**config.mk**
```make
export PLATFORM = sky130hd
export DESIGN_NAME = ic_tail
export DESIGN_NICKNAME = d
export VERILOG_FILES = /design/src/hdl/assert_macros.svh /design/src/hdl/ic_pkg.sv /design/src/hdl/ic_tail.sv
export SDC_FILE = /design/constraint.sdc
export NUM_CORES = 1
export LEC_CHECK = 0
export BUFFER_PORTS_ARGS = -buffer_cell sky130_fd_sc_hd__buf_4
export CAP_MARGIN = 5
export CORE_ASPECT_RATIO = 0.75
export CORE_MARGIN = 2
export CORE_UTILIZATION = 54
export CTS_CLUSTER_DIAMETER = 200
export DETAILED_ROUTE_END_ITERATION = 12
export PLACE_DENSITY = 0.85
export SKIP_LAST_GASP = 1
export SLEW_MARGIN = 20
export SYNTH_ARGS = -nofsm -noshare
export SYNTH_HDL_FRONTEND = slang
export SYNTH_SLANG_ARGS = --single-unit
export TNS_END_PERCENT = 5
```
**constraint.sdc**
```tcl
create_clock -name clk -period 5.3 [get_ports clk]
set_input_delay 0.265 -clock clk [delete_from_list [all_inputs] [get_ports clk]]
set_output_delay 0.265 -clock clk [all_outputs]
set_load 0.03 [all_outputs]
```
**src/hdl/assert_macros.svh**
```systemverilog
// Assertion macros shared by the RTL of the inversion counter.
// Needs a clock named clk and an active-low reset named rst_n in scope.
`ifndef ASSERT_MACROS_SVH
`define ASSERT_MACROS_SVH

// Checked on every rising clk edge, off while in reset.
`define IC_ASSERT(lbl, prop, msg) \
  lbl: assert property (@(posedge clk) disable iff (!rst_n) prop) else $error(msg);

// Checked on every rising clk edge, reset included.
`define IC_ASSERT_ALWAYS(lbl, prop, msg) \
  lbl: assert property (@(posedge clk) prop) else $error(msg);

`endif

```
**src/hdl/ic_pkg.sv**
```systemverilog
// Shared types and constants of the inversion counter.
// No dependencies.
package ic_pkg;

  localparam int VALUE_W     = 32;
  localparam int TOTAL_W     = 15;
  localparam int MAX_ITEMS_D = 256;
  localparam logic [TOTAL_W-1:0] TOTAL_MAX = '1;

  // one value moving down the cell chain
  typedef struct packed {
    logic                      vld;
    logic                      last;
    logic                      placed;  // already stored in some cell
    logic signed [VALUE_W-1:0] value;
  } tok_t;

endpackage

```
**src/hdl/ic_tail.sv**
```systemverilog
// End of the cell chain: running total, overflow flag and result register.
// Depends on ic_pkg.
module ic_tail #(
  parameter int CW = 8
) (
  input  logic                       clk,
  input  logic                       rst_n,
  input  logic                       adv,
  input  ic_pkg::tok_t               tok_i,
  input  logic [CW-1:0]              gt_i,
  output logic                       stall,
  output logic                       res_valid,
  output logic [ic_pkg::TOTAL_W-1:0] res_total,
  output logic                       res_ovf,
  input  logic                       res_ready
);

  localparam int TW = ic_pkg::TOTAL_W;

  logic [TW-1:0] total_r, total_nxt;
  logic          ovf_r, ovf_nxt;
  logic          oval_r;
  logic [TW-1:0] otot_r;
  logic          oovf_r;
  logic [TW:0]   sum;

  always_comb begin
    sum = {1'b0, total_r} + (TW+1)'(gt_i);
    // a value that found no free cell was dropped
    if (tok_i.placed) begin
      total_nxt = sum[TW] ? ic_pkg::TOTAL_MAX : sum[TW-1:0];
      ovf_nxt   = ovf_r;
    end else begin
      total_nxt = total_r;
      ovf_nxt   = 1'b1;
    end
  end

  assign stall = tok_i.vld && tok_i.last && oval_r && !res_ready;

  always_ff @(posedge clk) begin
    if (!rst_n) begin
      total_r <= '0;
      ovf_r   <= 1'b0;
      oval_r  <= 1'b0;
    end else begin
      if (adv && tok_i.vld) begin
        if (tok_i.last) begin
          total_r <= '0;
          ovf_r   <= 1'b0;
        end else begin
          total_r <= total_nxt;
          ovf_r   <= ovf_nxt;
        end
      end
      if (adv && tok_i.vld && tok_i.last) begin
        oval_r <= 1'b1;
      end else if (res_ready) begin
        oval_r <= 1'b0;
      end
    end
  end

  always_ff @(posedge clk) begin
    if (adv && tok_i.vld && tok_i.last) begin
      otot_r <= total_nxt;
      oovf_r <= ovf_nxt;
    end
  end

  assign res_valid = oval_r;
  assign res_total = otot_r;
  assign res_ovf   = oovf_r;

endmodule

```
# After elaboration in Yosys (flattened, before gate mapping)
# Index checks and enable logic that the tools add are counted.
# word_totals
out_inout_bits	18
register_bits	33
# op_classes
n_addsub	1
reduce_logical	7
mux	7
# op_table
operator	n
15-bit 2-to-1 mux	3
15-bit by 8-bit adder with 16-bit output	1
1-bit logical AND	5
1-bit 2-to-1 mux	4
2-bit nonzero test	1
1-bit zero test	1

# Longest topological paths before layout
# logic_depth
word_depth	4
mapped_depth	7
ltp_nobuf	7

# Worst setup path before layout
# Ideal clock, no wire load.
# synth_timing
path_type	flip-flop to flip-flop
from	register total_r[0]
to	register otot_r[10] (netlist: res_total[10]), data pin
path_stages_with_launch	8
setup_slack_ns	3.216
setup_ns	0.258
arrival_time_ns	1.826
period_less_slack_ns	2.084
t_required_ns	5.042
path_cell_list	dfxtp_1 > ha_1 > fa_1 > a211oi_1 > o211ai_1 > nand4_1 > xor2_1 > nand2_1
# synth_between
elab_chain_cells	3
# synth_rtl
element	line	rtl
from (decl)	ic_tail.sv:20	logic [TW-1:0] total_r, total_nxt;
from (signal assigned)	ic_tail.sv:52	total_r <= total_nxt;
15-bit by 8-bit adder with 16-bit output	ic_tail.sv:28	sum = {1'b0, total_r} + (TW+1)'(gt_i);
15-bit 2-to-1 mux	ic_tail.sv:31	total_nxt = sum[TW] ? ic_pkg::TOTAL_MAX : sum[TW-1:0];
15-bit 2-to-1 mux	ic_tail.sv:30	if (tok_i.placed) begin
net total_nxt[10]	ic_tail.sv:20	
to (signal assigned)	ic_tail.sv:66	otot_r <= total_nxt;
to (decl)	ic_tail.sv:23	logic [TW-1:0] otot_r;
# The timed path passes the listed nets, and every way through them passes these cells.
# A chain may end at the register's enable or synchronous reset.

# Worst setup path after layout
# Same ends and word-level chain as after synthesis.

==> impl_metrics.json <==
{
  "required_ps": 5330,
  "wirelength_um": 4254,
  "port_buffers": 32,
  "clock_tree.buffer_depth": 2,
  "drive_gt1_frac": 0.2146,
  "worstPathCellList": "ha_1 -> fa_1 -> a211oi_1 -> o211ai_1 -> nand4_1 -> xor2_1 -> nand2_1",
  "clkPwrFrac": 0.402,
  "period_share": 0.4464,
  "combinationalPowerShare": 0.117,
  "grtUsageTotal": 0.2362,
  "syn_avg_cell_area_um2": 9.552,
  "hold_violations": 0,
  "relSlewSlack": 0.4614,
  "detailedRoute.firstPassIterationCount": 4,
  "grt_pass1_vias": 1480,
  "synthDominantCellAreaShare": 0.2553,
  "io_pins": 65,
  "gr-total-overflow": 0,
  "wl_per_cell_um": 15.58,
  "fmax_mhz": 422.6,
  "synth_top_cell_by_area": "edfxtp_1",
  "die_h_um": 55.13,
  "slowest_stage": "fa_1",
  "yosys_warnings": 0,
  "timing_max_transition_violations_final": 0,
  "clock_latency_ps": 290,
  "cts_inserted_buffers": 5,
  "cp.arrival_ps": 2400,
  "seqPwrFrac": 0.481,
  "antenna_found_initial": 0,
  "cts.sinks": 33,
  "grt_max_degree": 24,
  "cp-start-kind": "flop",
  "status": "complete, no violations",
  "cts_setup_buffers": 0,
  "synth_top_flop_cell": "dfxtp_1",
  "hp-start": "rst_n",
  "grt_pass1_wl_um": 6920,
  "syn_inst": 197,
  "cp.buffers_inverters": 0,
  "dieArea_mm2": 0.003978,
  "clkTransAtPathRegs_ps": 70,
  "place_congestion": 0.8814,
  "cpPeakStageDelay_ps": 460,
  "synth_nets": 253,
  "ys_types": 50,
  "cts_tree": "yes",
  "antennaDiodeCount": 0,
  "worst_slew_pin_slew_ps": 807.9,
  "end_kind": "flop",
  "min_path_type": "input pin to flop",
  "yosysSeqAreaShare": 0.4362,
  "cap_viol_max_count": 0,
  "crit_family": "adder cells",
  "syn-cell-area_mm2": 0.001882,
  "die_w_um": 72.17,
  "tns_ps": 0,
  "final_core_util": 0.6833,
  "crit_fanout": 3,
  "startpoint": "total_r[0]",
  "ys_async_sr_fraction": 0,
  "drt_iter0_drc": 113,
  "synthTopCellsByArea": "edfxtp_1 (26%), dfxtp_1 (18%), ha_1 (5.3%)",
  "nNetsFinal": 288,
  "ys_ff_latch": 33,
  "area_delta_synth_final_pct": 20.21,
  "num_vias": 1638,
  "cts_resized": 0,
  "ant_nets": 0,
  "row_count": 18,
  "start_util": 0.5684,
  "ctsHoldBuffers": 0,
  "p_per_area_mw_per_mm2": 253.6,
  "synth-edff-count": 16,
  "fin_crit_ps": 2366,
  "rsz0062_at_grt": "no",
  "p_leak_nw": 0.9318,
  "drc": 0,
  "internal_power_mw": 0.4378,
  "dp_hpwl_um": 3084,
  "path_class": "flop to flop",
  "switchingPower_mw": 0.1359,
  "cts_root_buf": "clkbuf_8",
  "ir_drop_mv": 0.1749,
  "fin_hold_ws_ps": 209.0,
  "h-tree-depth": 2,
  "fp.coreArea_mm2": 0.003311,
  "netSwitchingFraction": 0.2369,
  "finalSetupViolCount": 0,
  "viasPerCell": 6.000,
  "fin_skew_ps": 4.307,
  "rr_startpoint": "total_r[0]"
}
through the flow:
stage	setup slack, ps	power (mW)	cells	instance area [um2]
2_1_floorplan	3216	0.3230	197	1882
5_1_grt	2796	0.5945	273	2262
4_1_cts	2946	0.5762	273	2262
6_report	2934	0.5737	273	2262
3_3_place_gp	2965	0.3457	265	2156
3_5_place_dp	2914	0.3479	265	2156
cell type report:
type / instances / area (um2)
clock buffers: 6 / 72.57
multi-input cells: 155 / 1022
fillers: 268 / 1049
flip-flops and latches: 33 / 820.8
well taps: 40 / 50.05
repair buffers: 33 / 247.7
clock inverters: 2 / 33.78
inverters: 4 / 15.01
placed cells by master, fill, tap and decap left out, types with 2 or more instances in the layout:
cell / n
buf_4: 33
nand2_1: 24
nor2_1: 17
dfxtp_1: 17
edfxtp_1: 16
o21ai_0: 14
a21oi_1: 10
ha_1: 8
nand3_1: 7
xor2_1: 7
and3_1: 6
clkbuf_8: 5
o211ai_1: 4
and2_1: 4
inv_1: 4
nor3_1: 4
nand2b_1: 3
nand4_1: 3
a211oi_2: 2
a211oi_1: 2
mux2i_1: 2
xnor2_1: 2
o21a_1: 2
o22a_1: 2
a21o_1: 2
a41oi_2: 2
o31a_1: 2
nor3b_1: 2
or3_1: 2
a31oi_1: 2
o21ai_1: 2
cells by family after synthesis:
logic type / share of synthesized area
buffers and inverters: 0.02061
XOR/XNOR: 0.04189
flip-flops: 0.4362
AND/OR/NAND/NOR: 0.2174
AO/OA/AOI/OAI: 0.2035
multiplexers: 0.01662
adder cells (fa/ha/maj): 0.06383
state kept, by name (all words and copies together), names as in the netlist:
signal,count
ovf_r,1
res_total,15
res_valid,1
res_ovf,1
total_r,15
cell usage after synthesis (3+ instances only):
cell and number:
nor2_1 17, clkbuf_1 3, xor2_1 7, a21oi_1 10, ha_1 8, edfxtp_1 16
nand4_1 3, nand2_1 24, inv_1 4, nand2b_1 3, dfxtp_1 17, nand3_1 7
nor3_1 4, and3_1 6, o21ai_0 14, and2_1 4, o211ai_1 4
per-layer routing:
layer / track usage / share of wire / vias to the layer above
met4: 0.09119 / 0.015 / 0
met3: 0.05072 / 0.085 / 7
met5: 0 / 0 / -
li1: - / - / 801
met2: 0.3853 / 0.45 / 67
met1: 0.3130 / 0.45 / 763
worst paths after layout:
check,depth (start not counted),slack (ps),end
setup / recovery,7,2930,res_total[10]
hold / removal,2,210,res_valid
setup reg to reg,7,2930,res_total[10]
hold reg to reg,2,490,total_r[2]
power groups by stage:
stage               clock network [mW]  registers (mW)  logic, mW
finish                           0.231           0.276     0.0673
global route                     0.244           0.276     0.0741
CTS                              0.234           0.276     0.0669
detailed placement                   0           0.281     0.0665
global placement                     0           0.281     0.0645
floorplan                            0           0.289     0.0338
worst reg2reg max path: stages (launching register included):
cell	delay [ps]
dfxtp_1	330
ha_1	250
fa_1	460
a211oi_1	390
o211ai_1	240
nand4_1	230
xor2_1	150
nand2_1	70
No activity file was read; power rests on OpenSTA's default activity.
