[config.mk]
export PLATFORM = sky130hd
export DESIGN_NAME = ic_cell
export DESIGN_NICKNAME = d
export VERILOG_FILES = /design/src/hdl/assert_macros.svh /design/src/hdl/ic_pkg.sv /design/src/hdl/ic_cell.sv
export SDC_FILE = /design/constraint.sdc
export NUM_CORES = 1
export LEC_CHECK = 0
export BUFFER_PORTS_ARGS = -buffer_cell sky130_fd_sc_hd__buf_2
export CAP_MARGIN = 20
export CELL_PAD_IN_SITES_DETAIL_PLACEMENT = 1
export CELL_PAD_IN_SITES_GLOBAL_PLACEMENT = 1
export CORE_MARGIN = 4
export CORE_UTILIZATION = 42
export CTS_CLUSTER_SIZE = 8
export DETAILED_ROUTE_END_ITERATION = 7
export PLACE_DENSITY_LB_ADDON = 0.12
export SLEW_MARGIN = 30
export SYNTH_ARGS = -nofsm -noshare
export SYNTH_HDL_FRONTEND = slang
export SYNTH_SLANG_ARGS = --single-unit
[constraint.sdc]
create_clock -name clk -period 3.6 [get_ports clk]
set_clock_uncertainty 0.05 [all_clocks]
set_input_delay 0.54 -clock clk [delete_from_list [all_inputs] [get_ports clk]]
set_output_delay 0.54 -clock clk [all_outputs]
set_load 0.01 [all_outputs]
[src/hdl/assert_macros.svh]
// Assertion macros shared by the RTL of the inversion counter.
// Needs a clock named clk and an active-low reset named rst_n in scope.
`ifndef ASSERT_MACROS_SVH
`define ASSERT_MACROS_SVH

// Checked on every rising clk edge, off while in reset.
`define IC_ASSERT(lbl, prop, msg) \
  lbl: assert property (@(posedge clk) disable iff (!rst_n) prop) else $error(msg);

// Checked on every rising clk edge, reset included.
`define IC_ASSERT_ALWAYS(lbl, prop, msg) \
  lbl: assert property (@(posedge clk) prop) else $error(msg);

`endif

[src/hdl/ic_pkg.sv]
// Shared types and constants of the inversion counter.
// No dependencies.
package ic_pkg;

  localparam int VALUE_W     = 32;
  localparam int TOTAL_W     = 15;
  localparam int MAX_ITEMS_D = 256;
  localparam logic [TOTAL_W-1:0] TOTAL_MAX = '1;

  // one value moving down the cell chain
  typedef struct packed {
    logic                      vld;
    logic                      last;
    logic                      placed;  // already stored in some cell
    logic signed [VALUE_W-1:0] value;
  } tok_t;

endpackage

[src/hdl/ic_cell.sv]
// One cell of the inversion counter chain: holds one stored value.
// Depends on ic_pkg.
module ic_cell #(
  parameter int CW = 8
) (
  input  logic           clk,
  input  logic           rst_n,
  input  logic           adv,
  input  ic_pkg::tok_t   tok_i,
  input  logic [CW-1:0]  gt_i,
  output ic_pkg::tok_t   tok_o,
  output logic [CW-1:0]  gt_o,
  output logic           held
);

  logic                              valid_r, valid_nxt;
  logic signed [ic_pkg::VALUE_W-1:0] val_r, val_nxt;
  ic_pkg::tok_t                      tok_r, tok_nxt;
  logic [CW-1:0]                     gt_r, gt_nxt;
  logic                              hit;
  logic                              inc;

  always_comb begin
    hit = tok_i.vld && !tok_i.placed && !valid_r;
    inc = tok_i.vld && valid_r && (val_r > tok_i.value);
    tok_nxt        = tok_i;
    tok_nxt.placed = tok_i.placed | hit;
    gt_nxt         = gt_i + CW'(inc);
    val_nxt        = hit ? tok_i.value : val_r;
    // the last value of a run empties each cell it passes
    if (tok_i.vld && tok_i.last) begin
      valid_nxt = 1'b0;
    end else if (hit) begin
      valid_nxt = 1'b1;
    end else begin
      valid_nxt = valid_r;
    end
  end

  always_ff @(posedge clk) begin
    if (!rst_n) begin
      valid_r   <= 1'b0;
      tok_r.vld <= 1'b0;
    end else if (adv) begin
      valid_r <= valid_nxt;
      tok_r   <= tok_nxt;
    end
  end

  always_ff @(posedge clk) begin
    if (adv) begin
      val_r <= val_nxt;
      gt_r  <= gt_nxt;
    end
  end

  assign tok_o = tok_r;
  assign gt_o  = gt_r;
  assign held  = valid_r;

endmodule

# Yosys cells after proc, flatten, opt, wreduce, memory -nomap -nowiden
# Index checks and enable logic that the tools add are counted.
# totals
regBits,76
latch_bits,0
ramBits,0
romBits,0
inputBits,46
out_inout_bits,44
wordCells,23
mem_count,0
# op_classes
n_addsub,1
mul,0
n_div,0
n_lt_le_gt_ge,1
eq_ne,0
shifts,0
n_mux,2
bitwise,1
n_reduce_logical,11
# ops
cell,n
$gt A32 B32 Y1,1
$add A8 B1 Y8,1
$reduce_and A2 Y1,3
$logic_and A1 B1 Y1,5
$logic_not A1 Y1,2
$mux W1,2
$reduce_bool A2 Y1,1
$or A1 B1 Y1,1

# Depth between registers and ports, before layout
# logic_depth
word_depth,5
depth_mapped,13
mapped_depth_nobuf,13

# Worst setup path before layout
# No wires, ideal clock.
# synth_path
path_kind,input port to flip-flop
from,input adv
to,"register val_r[0] (netlist bit), enable pin"
setup_time_ns,0.461
arrival_ns,2.808
required_ns,3.089
path_slack_ns,0.281
path_stages,2
n_path_buf,0
cell_sequence,nand2_1 -> nor3_1
# synth_via
elab_chain_cells,1
# synth_lines
item,line_no,source
start: declaration,ic_cell.sv:8,"input logic adv,"
$reduce_and A2 Y1 (no line),n/a,
end signal: assignment,ic_cell.sv:52,val_r <= val_nxt;
end: declaration,ic_cell.sv:17,"logic signed [ic_pkg::VALUE_W-1:0] val_r, val_nxt;"
# Every way passes these cells.
# A chain may end at the register's enable or synchronous reset.

# Final worst setup path
# layout_path
from,register val_r[14] (netlist bit)
to,"register gt_r[6], in the netlist gt_o[6] (data pin)"
# layout_via
elab_chain_cells,3
# layout_lines
item,line_no,source
$gt A32 B32 Y1,ic_cell.sv:25,inc = tok_i.vld && valid_r && (val_r > tok_i.value);
$logic_and A1 B1 Y1,ic_cell.sv:25,
$add A8 B1 Y8,ic_cell.sv:28,gt_nxt = gt_i + CW'(inc);
net gt_nxt[6],ic_cell.sv:19,"logic [CW-1:0] gt_r, gt_nxt;"
end signal: assignment,ic_cell.sv:53,gt_r <= gt_nxt;
end: declaration,ic_cell.sv:19,
# The timed path passes the listed nets, and every way through them passes these cells.

==> reports/qor.txt <==
RUN STATUS
--------------------------------------------------------------------------------------------------
Run status .......................................................................... finished clean

SYNTHESIS
--------------------------------------------------------------------------------------------------
Cell type with the largest total area after synthesis ...............................     edfxtp_1
Asr flop ratio synth ................................................................           0%
Most numerous cell types in the synthesized netlist ................................. edfxtp_1, ha_1, inv_1
Synthesis-stage register bit count ..................................................           76
Yosys top cell area share ...........................................................        68.2%
Most frequently used cell type in the post-synthesis netlist ........................     edfxtp_1
Top post-synthesis cells by area .................................................... edfxtp_1, ha_1, inv_1
Mapped Avg Cell Area ................................................................     15.1 µm²
Netlist area before placement .......................................................  0.00326 mm²
Syn Nets ............................................................................          296
Synth warn ..........................................................................            0
Ys flop type ........................................................................     edfxtp_1
Count of flip-flops with a built-in enable after synthesis ..........................           74
Unique masters post-synth ...........................................................           29
Share of synthesized area occupied by flip-flops and latches ........................        69.4%
Instance count of the mapped netlist ................................................          216

CRITICAL PATH
--------------------------------------------------------------------------------------------------
Maximum fanout along the worst path .................................................            3
Cell at the slowest stage of the critical path ......................................       nor4_1
Critical Setup Path Class ........................................................... flip-flop to flip-flop
Biggest cell delay along the critical path ..........................................      0.47 ns
Most Frequent Cell on Critical Path .................................................         ha_1
Combined buffer and inverter count along the critical path ..........................            0
Crit end category ...................................................................    flip-flop
Launching element type of the critical path .........................................    flip-flop
Dominant delay contributor by cell family on the critical path ...................... simple AND/OR/NAND/NOR gates
WP data required ....................................................................      3.66 ns
Cells along the critical path ....................................................... ha_1 > nand4_1 > nor4_1 > a21boi_2 > o31ai_2 > a21oi_1 > and3b_1 > ha_1 > ha_1 > and3_1 > nand3_1 > xnor2_1
Crit path DAT .......................................................................      3.09 ns

PLACEMENT
--------------------------------------------------------------------------------------------------
Routability Congestion ..............................................................        0.744
Count of input and output buffers ...................................................           89
Half-perimeter wire length after detailed placement .................................      4880 µm
Cells after DPL .....................................................................          405

ROUTING
--------------------------------------------------------------------------------------------------
DRC viols ...........................................................................            0
Post-route ant nets .................................................................            0
Vias per Instance ...................................................................         4.88
Detailed-route wire length ..........................................................      6590 µm
Via Count ...........................................................................         2055
Wire length per cell after detailed routing .........................................      15.6 µm
DRC marker count from the first detailed-route iteration ............................           55
Detailed Routing Iterations Pass 1 ..................................................            4

GRT
--------------------------------------------------------------------------------------------------
Number of global-route vias before repair ...........................................         2235
Global-route wire length before repair ..............................................     10700 µm
Largest net degree at the start of global routing ...................................           35
Antenna violations before repair ....................................................            0
Overall global routing resource usage ...............................................        15.7%
Remaining Overflow, GRT .............................................................            0

TIMING
--------------------------------------------------------------------------------------------------
Number of hold violations in the final report .......................................            0
Max transition margin ...............................................................        42.8%
Unrepaired setup endpoints after global routing .....................................           no
Aggregate negative setup slack ......................................................         0 ns
Peak Freq ...........................................................................      330 MHz
Crit share post-route ...............................................................        84.1%
Final Critical Period ...............................................................      3.03 ns
Final hold slack ....................................................................     0.335 ns
Number of max-slew violations in the final report ...................................            0
Final setup violation count .........................................................            0
Slew at the pin closest to its max-slew limit .......................................     0.859 ns

FINISH
--------------------------------------------------------------------------------------------------
Share of final-layout standard cells stronger than drive strength 1 .................        33.5%
Multi-input combinational cell area .................................................      876 µm²
Area taken by flip-flops and latches ................................................  0.00226 mm²
Fin nets ............................................................................          397
Fin cells ...........................................................................          421
Count of fill cells added during filler insertion ...................................          787
Layout Area Growth over Synthesis ...................................................        23.5%
Diodes inserted .....................................................................            0

FLOORPLANNING
--------------------------------------------------------------------------------------------------
Floorplan die width .................................................................      96.1 µm
Placement row count .................................................................           31
Die Y-Extent ........................................................................      96.1 µm
Total core area .....................................................................  0.00741 mm²
Count of pins on the block boundary .................................................           90
Area of the die .....................................................................  0.00923 mm²
Initial Util ........................................................................        44.0%

CLOCK TREE
--------------------------------------------------------------------------------------------------
Maximum number of buffers from clock root to sink ...................................            2
CTS tree ............................................................................         done
Total number of H-tree levels .......................................................            3
Post-CTS setup buffer count .........................................................            0
Worst-skew pair later-pin latency ...................................................      0.35 ns
Number of buffers inserted during clock tree synthesis ..............................            9
Clock sink total ....................................................................           76
Cts-stage hold buffer count .........................................................            0
Cells resized by post-CTS repair ....................................................            0
Clock transition time at the flip-flop clock pins of the worst setup and hold paths .      0.08 ns
Clock root buffer master ............................................................     clkbuf_8

PWR
--------------------------------------------------------------------------------------------------
Internal Dissipation ................................................................      1.40 mW
Switching share of power ............................................................        23.1%
Pwr dens ............................................................................   453 mW/mm²
Sequential group share of total power ...............................................        56.5%
Net switching power .................................................................       422 µW
Reported leakage power ..............................................................      1.77 nW
Power after layout ..................................................................      1.82 mW
Combinational share of power ........................................................         9.5%
Clk pwr share .......................................................................        34.0%
Peak supply drop ....................................................................     0.215 mV

HOLD PATH
--------------------------------------------------------------------------------------------------
Min-delay worst type ................................................................ input pin to flip-flop

JOB
--------------------------------------------------------------------------------------------------
MaxCap Viol Count ...................................................................            0

## registers in the layout, indices dropped and copies added, names as in the netlist
register / cells
val_r: 32
gt_o: 8
held: 1
tok_o: 35
## cells by family after synthesis
kind of cell               after synthesis  share of synthesized area, %
DFF                                     76                          69.4
and+or+nand+nor                         35                          5.95
buffers and inverters                   34                          3.92
adders and majority gates               34                          13.1
AOI/OAI and AO/OA                       31                          6.07
xor gates and xnor gates                 6                          1.61
## area by class of cell
class                   instances  share of cell area (%)
multi-input cells             106                    21.8
repair buffers                 90                    11.3
inverters                      34                    3.17
flip-flops and latches         76                    56.2
well taps                      99                    3.08
clock inverters                 7                    1.43
clock buffers                   9                    3.08
## path summary, 6_finish.rpt
kind             start         to  slack [ns]  cells past startpoint
min          tok_i[33]  tok_o[33]        0.33                      1
max          val_r[14]    gt_o[6]        0.57                     12
min reg2reg  tok_o[34]  tok_o[34]        0.44                      2
max reg2reg  val_r[14]    gt_o[6]        0.57                     12
## per-stage QoR
| stage | cell area, µm² | worst slack, ns | util (%) |
|---|---|---|---|
| 6_report | 4020 | 0.573 | 54.3 |
| 3_3_place_gp | 3840 | 0.382 | 51.9 |
| 4_1_cts | 4020 | 0.563 | 54.3 |
| 3_5_place_dp | 3840 | 0.238 | 51.9 |
| 5_1_grt | 4020 | 0.238 | 54.3 |
| 2_1_floorplan | 3260 | 0.281 | - |
## placed cells by master (no fill, tap or decap), drive strengths merged, types with 2 or more instances in the layout
| master | count |
|---|---|
| clkinv | 6 |
| nor3 | 2 |
| ha | 34 |
| clkbuf | 9 |
| dfxtp | 2 |
| a21boi | 2 |
| and4 | 4 |
| o21ai | 5 |
| xnor2 | 4 |
| inv | 34 |
| nand3 | 6 |
| buf | 90 |
| nand4 | 5 |
| xor2 | 2 |
| edfxtp | 74 |
| a21oi | 14 |
| a21o | 4 |
| nand2 | 10 |
| and3 | 2 |
## power groups by stage
stage          Combinational, mW  Clock [mW]  Sequential [mW]
3_5_place_dp               0.178           0             1.05
6_report                   0.173       0.620             1.03
3_3_place_gp               0.171           0             1.05
5_1_grt                    0.200       0.686             1.03
4_1_cts                    0.179       0.634             1.03
2_1_floorplan             0.0648           0             1.07
## layer usage
layer / share of wire [%] / up-vias / global-route usage [%] / routed length (µm)
li1: - / 1004 / - / -
met1: 42 / 986 / 18.7 / 2760
met2: 50 / 56 / 26.0 / 3300
met3: 6.5 / 9 / 5.63 / 426
met4: 1.5 / 0 / 5.92 / 102
met5: 0 / - / 0 / 0
## worst register-to-register path: cells and delay by family, from the launching register on
kind	cells	cell delay, ns
AND/OR/NAND/NOR	5	1.09
adder cells (fa/ha/maj)	3	0.75
AO/OA/AOI/OAI	3	0.48
flip-flops	1	0.37
XOR/XNOR	1	0.06
(Power assumes the default switching activity.)
